**src/rtl/dba_pkg.sv**
```systemverilog
// shared types and constants of the decimating band-pass audio block
// no dependencies; the bench and every other rtl file but the checker refer to it by scoped names
package dba_pkg;

	localparam int ADDR_W   = 5;
	localparam int DATA_W   = 64;
	localparam int FF_W     = 60;
	localparam int FB_W     = 40;
	localparam int SAMPLE_W = 16;
	localparam int LEN_W    = 13;
	localparam int IDX_W    = 10;
	localparam int POS_W    = 13;
	localparam int REM_W    = 8;

	localparam logic [1:0] REG_HP_FF = 2'd0;
	localparam logic [1:0] REG_HP_FB = 2'd1;
	localparam logic [1:0] REG_LP_FF = 2'd2;
	localparam logic [1:0] REG_LP_FB = 2'd3;

	localparam logic [POS_W-1:0] POS_MAX   = 13'd8191;
	localparam logic [LEN_W-1:0] MAX_BLOCK = 13'd4096;

	// output limit: (320*len + 441) / 882 as a multiply by the rounded-up reciprocal of 882
	localparam int LIM_NW    = 22;
	localparam int LIM_QW    = 12;
	localparam int LIM_RW    = 22;
	localparam int LIM_SHIFT = 31;
	localparam logic [LIM_RW-1:0] LIM_RECIP = 22'd2434789;
	localparam logic [LIM_NW-1:0] LIM_BIAS  = 22'd441;

	// base index tracking: base(j) = floor(441*j/160)
	localparam logic [POS_W-1:0] BASE_STEP = 13'd2;
	localparam logic [REM_W:0]   REM_STEP  = 9'd121;
	localparam logic [REM_W:0]   REM_MOD   = 9'd160;

	typedef logic [3:0] step_t;

	localparam step_t STEP_HP_B0    = 4'd0;
	localparam step_t STEP_HP_B1    = 4'd1;
	localparam step_t STEP_HP_B2    = 4'd2;
	localparam step_t STEP_HP_A1    = 4'd3;
	localparam step_t STEP_HP_A2    = 4'd4;
	localparam step_t STEP_LP_B0    = 4'd5;
	localparam step_t STEP_LP_B1    = 4'd6;
	localparam step_t STEP_LP_B2    = 4'd7;
	localparam step_t STEP_LP_A1    = 4'd8;
	localparam step_t STEP_LP_A2    = 4'd9;
	localparam step_t STEP_LIM_LAST = 4'd1;

	typedef enum logic [3:0] {
		ST_IDLE,
		ST_LIMIT,
		ST_AVG,
		ST_QUOT,
		ST_MAC,
		ST_DRAIN,
		ST_ROUND,
		ST_SCALE,
		ST_EMIT
	} state_t;

	typedef struct packed {
		logic  accept;
		logic  lim_step;
		logic  lim_last;
		logic  avg;
		logic  quot;
		logic  mac;
		step_t step;
		logic  round;
		logic  lp_stage;
		logic  scale;
		logic  emit;
	} cmd_t;

	typedef struct packed {
		logic start;
		logic fire;
		logic out_free;
	} status_t;

endpackage

```
**src/rtl/dba_regs.sv**
```systemverilog
// apb coefficient register file of the decimating band-pass block
// depends on dba_pkg for register indexes and widths
module dba_regs (
	input  logic                         clk,
	input  logic                         arst_n,
	input  logic                         psel,
	input  logic                         penable,
	input  logic                         pwrite,
	input  logic [dba_pkg::ADDR_W-1:0]   paddr,
	input  logic [dba_pkg::DATA_W-1:0]   pwdata,
	output logic [dba_pkg::DATA_W-1:0]   prdata,
	output logic                         pready,
	output logic [dba_pkg::FF_W-1:0]     hp_ff,
	output logic [dba_pkg::FB_W-1:0]     hp_fb,
	output logic [dba_pkg::FF_W-1:0]     lp_ff,
	output logic [dba_pkg::FB_W-1:0]     lp_fb
);

	logic [dba_pkg::FF_W-1:0] hp_ff_q;
	logic [dba_pkg::FB_W-1:0] hp_fb_q;
	logic [dba_pkg::FF_W-1:0] lp_ff_q;
	logic [dba_pkg::FB_W-1:0] lp_fb_q;
	logic [1:0]               sel;
	logic                     wr;

	assign pready = 1'b1;
	assign sel    = paddr[dba_pkg::ADDR_W-1:dba_pkg::ADDR_W-2];
	assign wr     = psel & penable & pwrite & pready;

	always_ff @(posedge clk or negedge arst_n) begin
		if (!arst_n) begin
			hp_ff_q <= '0;
			hp_fb_q <= '0;
			lp_ff_q <= '0;
			lp_fb_q <= '0;
		end else if (wr) begin
			unique case (sel)
				dba_pkg::REG_HP_FF: hp_ff_q <= pwdata[dba_pkg::FF_W-1:0];
				dba_pkg::REG_HP_FB: hp_fb_q <= pwdata[dba_pkg::FB_W-1:0];
				dba_pkg::REG_LP_FF: lp_ff_q <= pwdata[dba_pkg::FF_W-1:0];
				dba_pkg::REG_LP_FB: lp_fb_q <= pwdata[dba_pkg::FB_W-1:0];
				default: ;
			endcase
		end
	end

	always_comb begin
		unique case (sel)
			dba_pkg::REG_HP_FF: prdata = dba_pkg::DATA_W'(hp_ff_q);
			dba_pkg::REG_HP_FB: prdata = dba_pkg::DATA_W'(hp_fb_q);
			dba_pkg::REG_LP_FF: prdata = dba_pkg::DATA_W'(lp_ff_q);
			dba_pkg::REG_LP_FB: prdata = dba_pkg::DATA_W'(lp_fb_q);
			default:            prdata = '0;
		endcase
	end

	assign hp_ff = hp_ff_q;
	assign hp_fb = hp_fb_q;
	assign lp_ff = lp_ff_q;
	assign lp_fb = lp_fb_q;

endmodule

```
**src/rtl/dba_ctrl.sv**
```systemverilog
// sequencing state machine of the decimating band-pass block
// depends on dba_pkg for state, command and status types
module dba_ctrl (
	input  logic             clk,
	input  logic             arst_n,
	input  logic             in_valid,
	output logic             in_ready,
	input  dba_pkg::status_t status,
	output dba_pkg::cmd_t    cmd
);

	dba_pkg::state_t state_q, state_d;
	dba_pkg::step_t  cnt_q, cnt_d;

	always_ff @(posedge clk or negedge arst_n) begin
		if (!arst_n) begin
			state_q <= dba_pkg::ST_IDLE;
			cnt_q   <= '0;
		end else begin
			state_q <= state_d;
			cnt_q   <= cnt_d;
		end
	end

	always_comb begin
		state_d  = state_q;
		cnt_d    = cnt_q;
		cmd      = '0;
		cmd.step = cnt_q;
		in_ready = 1'b0;
		unique case (state_q)
			dba_pkg::ST_IDLE: begin
				in_ready = 1'b1;
				cnt_d    = '0;
				if (in_valid) begin
					cmd.accept = 1'b1;
					if (status.start) begin
						state_d = dba_pkg::ST_LIMIT;
					end else if (status.fire) begin
						state_d = dba_pkg::ST_AVG;
					end
				end
			end
			dba_pkg::ST_LIMIT: begin
				cmd.lim_step = 1'b1;
				cnt_d        = cnt_q + 4'd1;
				if (cnt_q == dba_pkg::STEP_LIM_LAST) begin
					cmd.lim_last = 1'b1;
					cnt_d        = '0;
					state_d      = dba_pkg::ST_IDLE;
				end
			end
			dba_pkg::ST_AVG: begin
				cmd.avg = 1'b1;
				state_d = dba_pkg::ST_QUOT;
			end
			dba_pkg::ST_QUOT: begin
				cmd.quot = 1'b1;
				state_d  = dba_pkg::ST_MAC;
			end
			dba_pkg::ST_MAC: begin
				cmd.mac = 1'b1;
				cnt_d   = cnt_q + 4'd1;
				if (cnt_q == dba_pkg::STEP_HP_A2 || cnt_q == dba_pkg::STEP_LP_A2) begin
					state_d = dba_pkg::ST_DRAIN;
				end
			end
			dba_pkg::ST_DRAIN: begin
				state_d = dba_pkg::ST_ROUND;
			end
			dba_pkg::ST_ROUND: begin
				cmd.round    = 1'b1;
				cmd.lp_stage = (cnt_q != dba_pkg::STEP_LP_B0);
				if (cnt_q != dba_pkg::STEP_LP_B0) begin
					state_d = dba_pkg::ST_SCALE;
				end else begin
					state_d = dba_pkg::ST_MAC;
				end
			end
			dba_pkg::ST_SCALE: begin
				cmd.scale = 1'b1;
				state_d   = dba_pkg::ST_EMIT;
			end
			dba_pkg::ST_EMIT: begin
				cmd.emit = status.out_free;
				if (status.out_free) begin
					state_d = dba_pkg::ST_IDLE;
				end
			end
			default: begin
				state_d = dba_pkg::ST_IDLE;
			end
		endcase
	end

endmodule

```
**src/rtl/dba_dp.sv**
```systemverilog
// datapath of the decimating band-pass block: block bookkeeping, output limit multiply,
// two- or three-tap average, shared multiply-accumulate for both biquads, output register
// depends on dba_pkg for command and status types and fixed constants
module dba_dp #(
	parameter int OUT_LIMIT   = 1024,
	parameter int COEF_WIDTH  = 20,
	parameter int STATE_WIDTH = 24
) (
	input  logic                                clk,
	input  logic                                arst_n,
	input  dba_pkg::cmd_t                       cmd,
	output dba_pkg::status_t                    status,
	input  logic signed [dba_pkg::SAMPLE_W-1:0] sample_in,
	input  logic                                block_start,
	input  logic [dba_pkg::LEN_W-1:0]           block_length,
	input  logic [dba_pkg::FF_W-1:0]            hp_ff,
	input  logic [dba_pkg::FB_W-1:0]            hp_fb,
	input  logic [dba_pkg::FF_W-1:0]            lp_ff,
	input  logic [dba_pkg::FB_W-1:0]            lp_fb,
	output logic                                out_valid,
	input  logic                                out_ready,
	output logic signed [dba_pkg::SAMPLE_W-1:0] sample_out,
	output logic [dba_pkg::IDX_W-1:0]           out_index
);

	localparam int CW  = COEF_WIDTH;
	localparam int SW  = STATE_WIDTH;
	localparam int CF  = CW - 3;
	localparam int SF  = SW - 4;
	localparam int OPW = $clog2(OUT_LIMIT + 1);
	localparam int TW  = SF + 2;
	localparam int MW  = CW + SW;
	localparam int AW  = CW + SW + 3;
	localparam int XW  = SW + 16;
	localparam int QW  = dba_pkg::LIM_QW;
	localparam int NW  = dba_pkg::LIM_NW;
	localparam int LPW = dba_pkg::LIM_NW + dba_pkg::LIM_RW;
	localparam int PW  = dba_pkg::POS_W;

	localparam logic [TW-1:0]         RECIP   = TW'((64'd1 << TW) / 64'd3);
	localparam logic [OPW-1:0]        OUT_MAX = OPW'(OUT_LIMIT);
	localparam logic signed [SW-1:0]  Y_HI    = {1'b0, {(SW-1){1'b1}}};
	localparam logic signed [SW-1:0]  Y_LO    = {1'b1, {(SW-1){1'b0}}};
	localparam logic signed [AW-1:0]  RND     = AW'(64'd1 << (CF - 1));
	localparam logic signed [XW-1:0]  SC_HI   = XW'(32767);
	localparam logic signed [XW-1:0]  SC_LO   = XW'(-32767);
	localparam logic signed [XW-1:0]  SC_BIAS = XW'((64'd1 << SF) - 64'd1);
	localparam logic signed [XW-1:0]  SC_ZERO = XW'(0);

	// block bookkeeping
	logic signed [dba_pkg::SAMPLE_W-1:0] r0_q, r1_q;
	logic [PW-1:0]                       in_pos_q, base_q;
	logic [dba_pkg::REM_W-1:0]           rem_q;
	logic [OPW-1:0]                      out_pos_q, lim_q, idx_q;

	// output limit
	logic [NW-1:0]  n_q;
	logic [LPW-1:0] lim_prod_s1;

	// average
	logic signed [17:0]  sum_q;
	logic                cnt3_q, neg_q;
	logic [TW-1:0]       t_q;
	logic [2*TW-1:0]     prod_s1;
	logic signed [SW-1:0] avg_q;

	// mac and filter state
	logic signed [MW-1:0] mul_s1;
	logic                 mneg_s1, mv_s1;
	logic signed [AW-1:0] acc_q;
	logic signed [SW-1:0] hp_q;
	logic signed [SW-1:0] hx0_q, hx1_q, hy0_q, hy1_q, ly0_q, ly1_q;
	logic signed [XW-1:0] p_q;

	// output register
	logic                                ov_q;
	logic signed [dba_pkg::SAMPLE_W-1:0] so_q;
	logic [dba_pkg::IDX_W-1:0]           oi_q;

	// combinational
	logic [PW-1:0]            base_inc, base_next, in_pos_inc;
	logic [dba_pkg::REM_W:0]  rem_sum;
	logic                     rem_wrap, cnt3_d;
	logic [dba_pkg::REM_W-1:0] rem_next;
	logic signed [17:0]       sum_d;
	logic [dba_pkg::LEN_W-1:0] len_c;
	logic [NW-1:0]            num;
	logic [QW-1:0]            q_lim;
	logic [OPW-1:0]           lim_next;
	logic [16:0]              abs_sum;
	logic [17+SF-1:0]         wide;
	logic [TW-1:0]            t_d, q0, qc, mag;
	logic [TW+1:0]            q3, rr;
	logic signed [SW-1:0]     mag_s, avg_d;
	logic [3*CW-1:0]          ffh, ffl;
	logic [2*CW-1:0]          fbh, fbl;
	logic signed [CW-1:0]     coef;
	logic signed [SW-1:0]     opnd;
	logic                     fbk;
	logic signed [AW-1:0]     rsum, rsh;
	logic signed [SW-1:0]     y;
	logic signed [XW-1:0]     lpx, p_d, sc_w;
	logic signed [dba_pkg::SAMPLE_W-1:0] sc;

	assign base_inc = base_q + 13'd1;

	always_comb begin
		status.start    = block_start;
		status.fire     = !block_start && (out_pos_q < lim_q) && (base_inc == in_pos_q);
		status.out_free = !ov_q || out_ready;
	end

	assign cnt3_d     = (base_q != '0);
	assign sum_d      = 18'(sample_in) + 18'(r0_q) + (cnt3_d ? 18'(r1_q) : 18'sd0);
	assign rem_sum    = (dba_pkg::REM_W+1)'(rem_q) + dba_pkg::REM_STEP;
	assign rem_wrap   = (rem_sum >= dba_pkg::REM_MOD);
	assign rem_next   = rem_wrap ? dba_pkg::REM_W'(rem_sum - dba_pkg::REM_MOD)
	                             : dba_pkg::REM_W'(rem_sum);
	assign base_next  = base_q + dba_pkg::BASE_STEP + PW'(rem_wrap);
	assign in_pos_inc = (in_pos_q < dba_pkg::POS_MAX) ? in_pos_q + 13'd1 : in_pos_q;

	assign len_c = (block_length > dba_pkg::MAX_BLOCK) ? dba_pkg::MAX_BLOCK : block_length;
	assign num   = (NW'(len_c) << 8) + (NW'(len_c) << 6) + dba_pkg::LIM_BIAS;

	assign q_lim    = lim_prod_s1[dba_pkg::LIM_SHIFT +: QW];
	assign lim_next = ({1'b0, q_lim} > (QW+1)'(OUT_LIMIT)) ? OUT_MAX : OPW'(q_lim);

	// trunc(|sum| * 2^SF / 32768), divided by 2 or 3 afterwards
	assign abs_sum = sum_q[17] ? 17'(-sum_q) : 17'(sum_q);
	assign wide    = {abs_sum, {SF{1'b0}}};
	assign t_d     = TW'(wide >> 15);

	assign q0    = prod_s1[2*TW-1 -: TW];
	assign q3    = (TW+2)'(q0) + ((TW+2)'(q0) << 1);
	assign rr    = (TW+2)'(t_q) - q3;
	assign qc    = q0 + TW'(rr >= (TW+2)'(3));
	assign mag   = cnt3_q ? qc : (t_q >> 1);
	assign mag_s = SW'(mag);
	assign avg_d = neg_q ? -mag_s : mag_s;

	assign ffh = (3*CW)'(hp_ff);
	assign ffl = (3*CW)'(lp_ff);
	assign fbh = (2*CW)'(hp_fb);
	assign fbl = (2*CW)'(lp_fb);

	always_comb begin
		coef = '0;
		opnd = '0;
		fbk  = 1'b0;
		case (cmd.step)
			dba_pkg::STEP_HP_B0: begin coef = ffh[0*CW +: CW]; opnd = avg_q; end
			dba_pkg::STEP_HP_B1: begin coef = ffh[1*CW +: CW]; opnd = hx0_q; end
			dba_pkg::STEP_HP_B2: begin coef = ffh[2*CW +: CW]; opnd = hx1_q; end
			dba_pkg::STEP_HP_A1: begin coef = fbh[0*CW +: CW]; opnd = hy0_q; fbk = 1'b1; end
			dba_pkg::STEP_HP_A2: begin coef = fbh[1*CW +: CW]; opnd = hy1_q; fbk = 1'b1; end
			dba_pkg::STEP_LP_B0: begin coef = ffl[0*CW +: CW]; opnd = hp_q;  end
			dba_pkg::STEP_LP_B1: begin coef = ffl[1*CW +: CW]; opnd = hy0_q; end
			dba_pkg::STEP_LP_B2: begin coef = ffl[2*CW +: CW]; opnd = hy1_q; end
			dba_pkg::STEP_LP_A1: begin coef = fbl[0*CW +: CW]; opnd = ly0_q; fbk = 1'b1; end
			dba_pkg::STEP_LP_A2: begin coef = fbl[1*CW +: CW]; opnd = ly1_q; fbk = 1'b1; end
			default: ;
		endcase
	end

	// round half up, floor shift, saturate to state range
	assign rsum = acc_q + RND;
	assign rsh  = rsum >>> CF;
	assign y    = (rsh > AW'(Y_HI)) ? Y_HI : (rsh < AW'(Y_LO)) ? Y_LO : SW'(rsh);

	assign lpx  = XW'(ly0_q);
	assign p_d  = (lpx <<< 15) - lpx;
	assign sc_w = (p_q + (p_q[XW-1] ? SC_BIAS : SC_ZERO)) >>> SF;
	assign sc   = (sc_w > SC_HI) ? 16'sd32767 : (sc_w < SC_LO) ? -16'sd32767 : 16'(sc_w);

	always_ff @(posedge clk or negedge arst_n) begin
		if (!arst_n) begin
			r0_q      <= '0;
			r1_q      <= '0;
			in_pos_q  <= '0;
			base_q    <= '0;
			rem_q     <= '0;
			out_pos_q <= '0;
			lim_q     <= '0;
			mv_s1     <= 1'b0;
			hx0_q     <= '0;
			hx1_q     <= '0;
			hy0_q     <= '0;
			hy1_q     <= '0;
			ly0_q     <= '0;
			ly1_q     <= '0;
			ov_q      <= 1'b0;
		end else begin
			mv_s1 <= cmd.mac;
			if (cmd.accept) begin
				r0_q <= sample_in;
				r1_q <= r0_q;
				if (block_start) begin
					in_pos_q  <= 13'd1;
					out_pos_q <= '0;
					base_q    <= '0;
					rem_q     <= '0;
				end else begin
					in_pos_q <= in_pos_inc;
					if (status.fire) begin
						out_pos_q <= out_pos_q + OPW'(1);
						base_q    <= base_next;
						rem_q     <= rem_next;
					end
				end
			end
			if (cmd.lim_last) begin
				lim_q <= lim_next;
			end
			if (cmd.round && cmd.lp_stage) begin
				hx1_q <= hx0_q;
				hx0_q <= avg_q;
				hy1_q <= hy0_q;
				hy0_q <= hp_q;
				ly1_q <= ly0_q;
				ly0_q <= y;
			end
			if (cmd.emit) begin
				ov_q <= 1'b1;
			end else if (out_ready) begin
				ov_q <= 1'b0;
			end
		end
	end

	always_ff @(posedge clk) begin
		if (cmd.accept) begin
			n_q    <= num;
			idx_q  <= out_pos_q;
			sum_q  <= sum_d;
			cnt3_q <= cnt3_d;
		end
		if (cmd.lim_step) begin
			lim_prod_s1 <= LPW'(n_q) * LPW'(dba_pkg::LIM_RECIP);
		end
		if (cmd.avg) begin
			t_q     <= t_d;
			prod_s1 <= (2*TW)'(t_d) * (2*TW)'(RECIP);
			neg_q   <= sum_q[17];
		end
		if (cmd.quot) begin
			avg_q <= avg_d;
		end
		mul_s1  <= MW'(coef) * MW'(opnd);
		mneg_s1 <= fbk;
		if (cmd.quot || cmd.round) begin
			acc_q <= '0;
		end else if (mv_s1) begin
			acc_q <= mneg_s1 ? acc_q - AW'(mul_s1) : acc_q + AW'(mul_s1);
		end
		if (cmd.round && !cmd.lp_stage) begin
			hp_q <= y;
		end
		if (cmd.scale) begin
			p_q <= p_d;
		end
		if (cmd.emit) begin
			so_q <= sc;
			oi_q <= dba_pkg::IDX_W'(idx_q);
		end
	end

	assign out_valid  = ov_q;
	assign sample_out = so_q;
	assign out_index  = oi_q;

endmodule

```
**src/rtl/decimate_and_bandpass_audio.sv**
```systemverilog
// top level of the 44.1 kHz to 16 kHz decimator with high-pass and low-pass biquads
// a beat with a result runs avg, quot, then mac, drain, round per biquad, then scale and emit;
// s_axis_tready rises in the cycle its result shows on m_axis, so the next beat waits for it
// a beat with no result leaves the block idle; a start beat runs the two-step limit multiply
// ten filter products share one multiplier; a result waits in emit while m_axis stalls
// reset is asynchronous: coefficients, histories and counters clear, no output until a block start
module decimate_and_bandpass_audio #(
	parameter int OUT_LIMIT   = 1024,
	parameter int COEF_WIDTH  = 20,
	parameter int STATE_WIDTH = 24
) (
	input  logic                       clk,
	input  logic                       arst_n,
	input  logic                       psel,
	input  logic                       penable,
	input  logic                       pwrite,
	input  logic [dba_pkg::ADDR_W-1:0] paddr,
	input  logic [dba_pkg::DATA_W-1:0] pwdata,
	output logic [dba_pkg::DATA_W-1:0] prdata,
	output logic                       pready,
	input  logic                       s_axis_tvalid,
	output logic                       s_axis_tready,
	input  logic [31:0]                s_axis_tdata,  // sample_in[15:0], block_length[28:16]
	input  logic [0:0]                 s_axis_tuser,  // block_start
	output logic                       m_axis_tvalid,
	input  logic                       m_axis_tready,
	output logic [31:0]                m_axis_tdata   // sample_out[15:0], out_index[25:16]
);

	logic [dba_pkg::FF_W-1:0]            hp_ff, lp_ff;
	logic [dba_pkg::FB_W-1:0]            hp_fb, lp_fb;
	dba_pkg::cmd_t                       cmd;
	dba_pkg::status_t                    status;
	logic signed [dba_pkg::SAMPLE_W-1:0] sample_out;
	logic [dba_pkg::IDX_W-1:0]           out_index;

	dba_regs u_regs (
		.clk     (clk),
		.arst_n  (arst_n),
		.psel    (psel),
		.penable (penable),
		.pwrite  (pwrite),
		.paddr   (paddr),
		.pwdata  (pwdata),
		.prdata  (prdata),
		.pready  (pready),
		.hp_ff   (hp_ff),
		.hp_fb   (hp_fb),
		.lp_ff   (lp_ff),
		.lp_fb   (lp_fb)
	);

	dba_ctrl u_ctrl (
		.clk      (clk),
		.arst_n   (arst_n),
		.in_valid (s_axis_tvalid),
		.in_ready (s_axis_tready),
		.status   (status),
		.cmd      (cmd)
	);

	dba_dp #(
		.OUT_LIMIT   (OUT_LIMIT),
		.COEF_WIDTH  (COEF_WIDTH),
		.STATE_WIDTH (STATE_WIDTH)
	) u_dp (
		.clk          (clk),
		.arst_n       (arst_n),
		.cmd          (cmd),
		.status       (status),
		.sample_in    (s_axis_tdata[15:0]),
		.block_start  (s_axis_tuser[0]),
		.block_length (s_axis_tdata[28:16]),
		.hp_ff        (hp_ff),
		.hp_fb        (hp_fb),
		.lp_ff        (lp_ff),
		.lp_fb        (lp_fb),
		.out_valid    (m_axis_tvalid),
		.out_ready    (m_axis_tready),
		.sample_out   (sample_out),
		.out_index    (out_index)
	);

	assign m_axis_tdata = {6'b0, out_index, sample_out};

endmodule

```
**config.mk**
```make
export PLATFORM = sky130hd
export DESIGN_NAME = decimate_and_bandpass_audio
export DESIGN_NICKNAME = d
export VERILOG_FILES = /design/src/rtl/dba_pkg.sv /design/src/rtl/dba_regs.sv /design/src/rtl/dba_ctrl.sv /design/src/rtl/dba_dp.sv /design/src/rtl/decimate_and_bandpass_audio.sv
export SDC_FILE = /design/constraint.sdc
export NUM_CORES = 2
export LEC_CHECK = 0
export CAP_MARGIN = 40
export CELL_PAD_IN_SITES_DETAIL_PLACEMENT = 0
export CELL_PAD_IN_SITES_GLOBAL_PLACEMENT = 1
export CORE_ASPECT_RATIO = 1.5
export CORE_MARGIN = 4
export CORE_UTILIZATION = 44
export CTS_BUF_LIST = sky130_fd_sc_hd__clkbuf_8 sky130_fd_sc_hd__clkbuf_16
export CTS_CLUSTER_SIZE = 20
export DETAILED_ROUTE_END_ITERATION = 8
export DONT_BUFFER_PORTS = 1
export PLACE_DENSITY = 0.67
export SYNTH_ARGS = -nofsm -noshare
export SYNTH_HDL_FRONTEND = slang
export SYNTH_HIERARCHICAL = 1
export SYNTH_SLANG_ARGS = --single-unit
```
**constraint.sdc**
```tcl
create_clock -name clk -period 21.2 [get_ports clk]
set_input_delay 3.18 -clock clk [delete_from_list [all_inputs] [get_ports clk]]
set_output_delay 3.18 -clock clk [all_outputs]
set_load 0.05 [all_outputs]
```
==> flow_summary.yaml <==
layout:
  nets: 8195
  drive_above_1_share: 0.112
  areaGrowthSynthToFinish_pct: 7.82
  final_cells: 8898
  fillers: 14805
  antenna_cells: 0
synth:
  synth_edf_count: 210
  synth-seq-area-share: 0.276
  async_flop_share: 0.594
  ys_warn_count: 6
  synth_top_area_frac: 0.208
  syn_area_per_cell_um2: 10.2
  synthTopCellsByArea: "fa_1 21%, dfrtp_1 16%, ha_1 11%, edfxtp_1 9.1%, inv_1 5.9%"
  ys_types: 109
  synth-seq-cells: 744
  synth_ff_type: "dfrtp_1"
  syn_area_mm2: 0.0695
  synth_largest_area_cell: "fa_1"
  syn_inst: 6812
  netlist_top_cells_count: "1,094 x inv_1, 723 x fa_1, 602 x ha_1"
  yosysMostFrequentCell: "inv_1"
critical_path:
  cpLargestDelayFamily: "adder cells"
  worstPathArrival_ps: 11340
  critPathSlowestCell: "fa_1"
  worstSetupPathType: "flip-flop to flip-flop"
  path_buf_inv: 6
  crit_required_ps: 21750
  end_kind: "flip-flop"
  max_stage_delay_ps: 800
  startpoint_type: "flip-flop"
  reg2reg_slack_ps: 10420
  reg2reg_from: "u_ctrl/cnt_q[2]"
  critPathMaxFanout: 32
  timing.rr.end: "u_dp/mul_s1[43]"
  rr_worst_depth: 31
  crit_top_cell: "fa_1"
timing:
  finalCritPeriodShare: 0.509
  fmax_ghz: 0.0927
  fin_crit_ps: 10780
  final.setup_skew_ps: 46.2
  drv_slew: 0
  setup_tns_ps: 0
  grt_setup_unrepaired: "false"
  setup_ws_ps: 10420
  setup_viol: 0
  hold_violations: 0
  worst_pin_slew_ps: 1070
  relSlewSlack: 0.285
job:
  drv_cap: 0
min_path:
  hp-start: "u_dp/idx_q[1]"
  min_path_cells: 0
  holdPathEnd: "u_dp/out_index[1]"
  timing.hold.worst.class: "flip-flop to flip-flop"
clock_network:
  cts.htree.levels: 3
  cts_max_path_buffers: 3
  postCtsHoldBufs: 0
  post_cts.repair.setup_buffers: 0
  cts_tree: "yes"
  clk_latency_ps: 710
  clkSinkCount: 744
  clkSlewWorstSetupHoldPaths_ps: 70
  cts_buffers: 81
  ctsResizeCount: 0
  cts_root_buf: "clkbuf_16"
global_routing:
  gr-total-overflow: 0
  grt_pass1_vias: 51868
  grtUsageTotal: 0.235
  grt_pass1_wl_um: 301000
  antenna_found_initial: 1
  grt_max_degree: 443
route:
  vias: 48320
  wl_um: 191000
  avgViaCountPerCell: 5.43
  first_iter_violations: 2476
  ant_nets: 0
  first_pass_iters: 5
  wl_per_cell_um: 21.4
  drc: 0
placement:
  placed_cells: 8748
  gp_congestion: 0.876
  dp_slack_ps: 10440
  place_hpwl_um: 148000
  port_buffers: 0
die:
  coreArea_mm2: 0.157
  rows: 178
  io_pins: 208
  die_w_um: 332
  die_h_um: 495
  die_area_mm2: 0.164
  initial_utilization: 0.442
outcome:
  status: "finished clean"
-- worst reg2reg max path, delay by kind of cell, from the launching register on --
family | cells | cell delay, ps
compound gates | 10 | 2320
xor+xnor | 1 | 80
fa+ha+maj | 8 | 4530
buf+inv | 6 | 1230
flops | 1 | 680
simple gates | 6 | 1800
-- placed cells by master (no fill, tap or decap), drive strengths merged, types with 53 or more instances in the layout --
master and instances:
o21ai 214, dfrtp 442, ha 602, edfxtp 210, xnor2 269, fa 723, nor3 107, inv 1111
buf 115, a21oi 219, dfxtp 92, a22oi 139, nand3 87, xor2 87, clkbuf 97, a21o 104
nor2 507, mux2 365, mux2i 53, nand2 526
-- metrics by stage --
stage               cell area (um2)  utilization  hold slack (ps)
floorplan                     69500            -              400
global placement              71700        0.456              406
detailed placement            72000        0.459              409
CTS                           74900        0.477              436
global route                  74900        0.477              438
finish                        74900        0.477              431
-- kinds of logic (layout without fill, tap and decap cells) --
family          count (synthesis)  count (layout)  share of synthesized area
mux                           458             458                     0.0833
xor+xnor                      356             356                     0.0450
other cells                     4              12                   0.000216
flops                         744             744                      0.276
simple gates                 1561            1561                      0.103
compound gates               1011            1011                     0.0987
fa+ha+maj                    1325            1325                      0.317
buf+inv                      1353            1361                     0.0765
-- worst max-delay path by stage --
stage | startpoint | end | slack [ps] | cells after the start
after CTS | u_ctrl/cnt_q[2] | u_dp/mul_s1[43] | 10360 | 31
after global routing | u_ctrl/cnt_q[2] | u_dp/mul_s1[43] | 9660 | 31
after detailed placement | u_ctrl/cnt_q[2] | u_dp/mul_s1[43] | 10440 | 31
final | u_ctrl/cnt_q[2] | u_dp/mul_s1[43] | 10420 | 31
after global placement | u_ctrl/cnt_q[2] | u_dp/mul_s1[43] | 10490 | 31
after floorplan | u_ctrl/cnt_q[0] | u_dp/mul_s1[43] | 12430 | 30
-- sequential cells by signal, indices dropped and copies added, names as in the netlist, 40 cells and up --
register / count
u_dp/mul_s1: 44
u_regs/hp_ff: 60
u_dp/acc_q: 47
u_dp/p_q: 40
u_regs/lp_fb: 40
u_regs/hp_fb: 40
u_regs/lp_ff: 60
-- area by class of cell --
type	count	area [um2]	share of cell area
clock buffer	97	2260	0.0301
clock inverter	53	613	0.00818
inverter	1096	4110	0.0549
multi-input combinational	4723	45100	0.602
sequential	744	19200	0.256
tap	2070	2590	0.0346
timing repair buffer	115	996	0.0133
-- metal layers --
metal | track usage | share of wire | up-vias
li1 | - | - | 22522
met1 | 0.260 | 0.37 | 24533
met2 | 0.445 | 0.54 | 917
met3 | 0.0269 | 0.034 | 348
met4 | 0.115 | 0.056 | 0
met5 | 0 | 0 | -
Power is not shown: default switching activity piles up to over one toggle a cycle in this logic, so the estimate is an artifact.
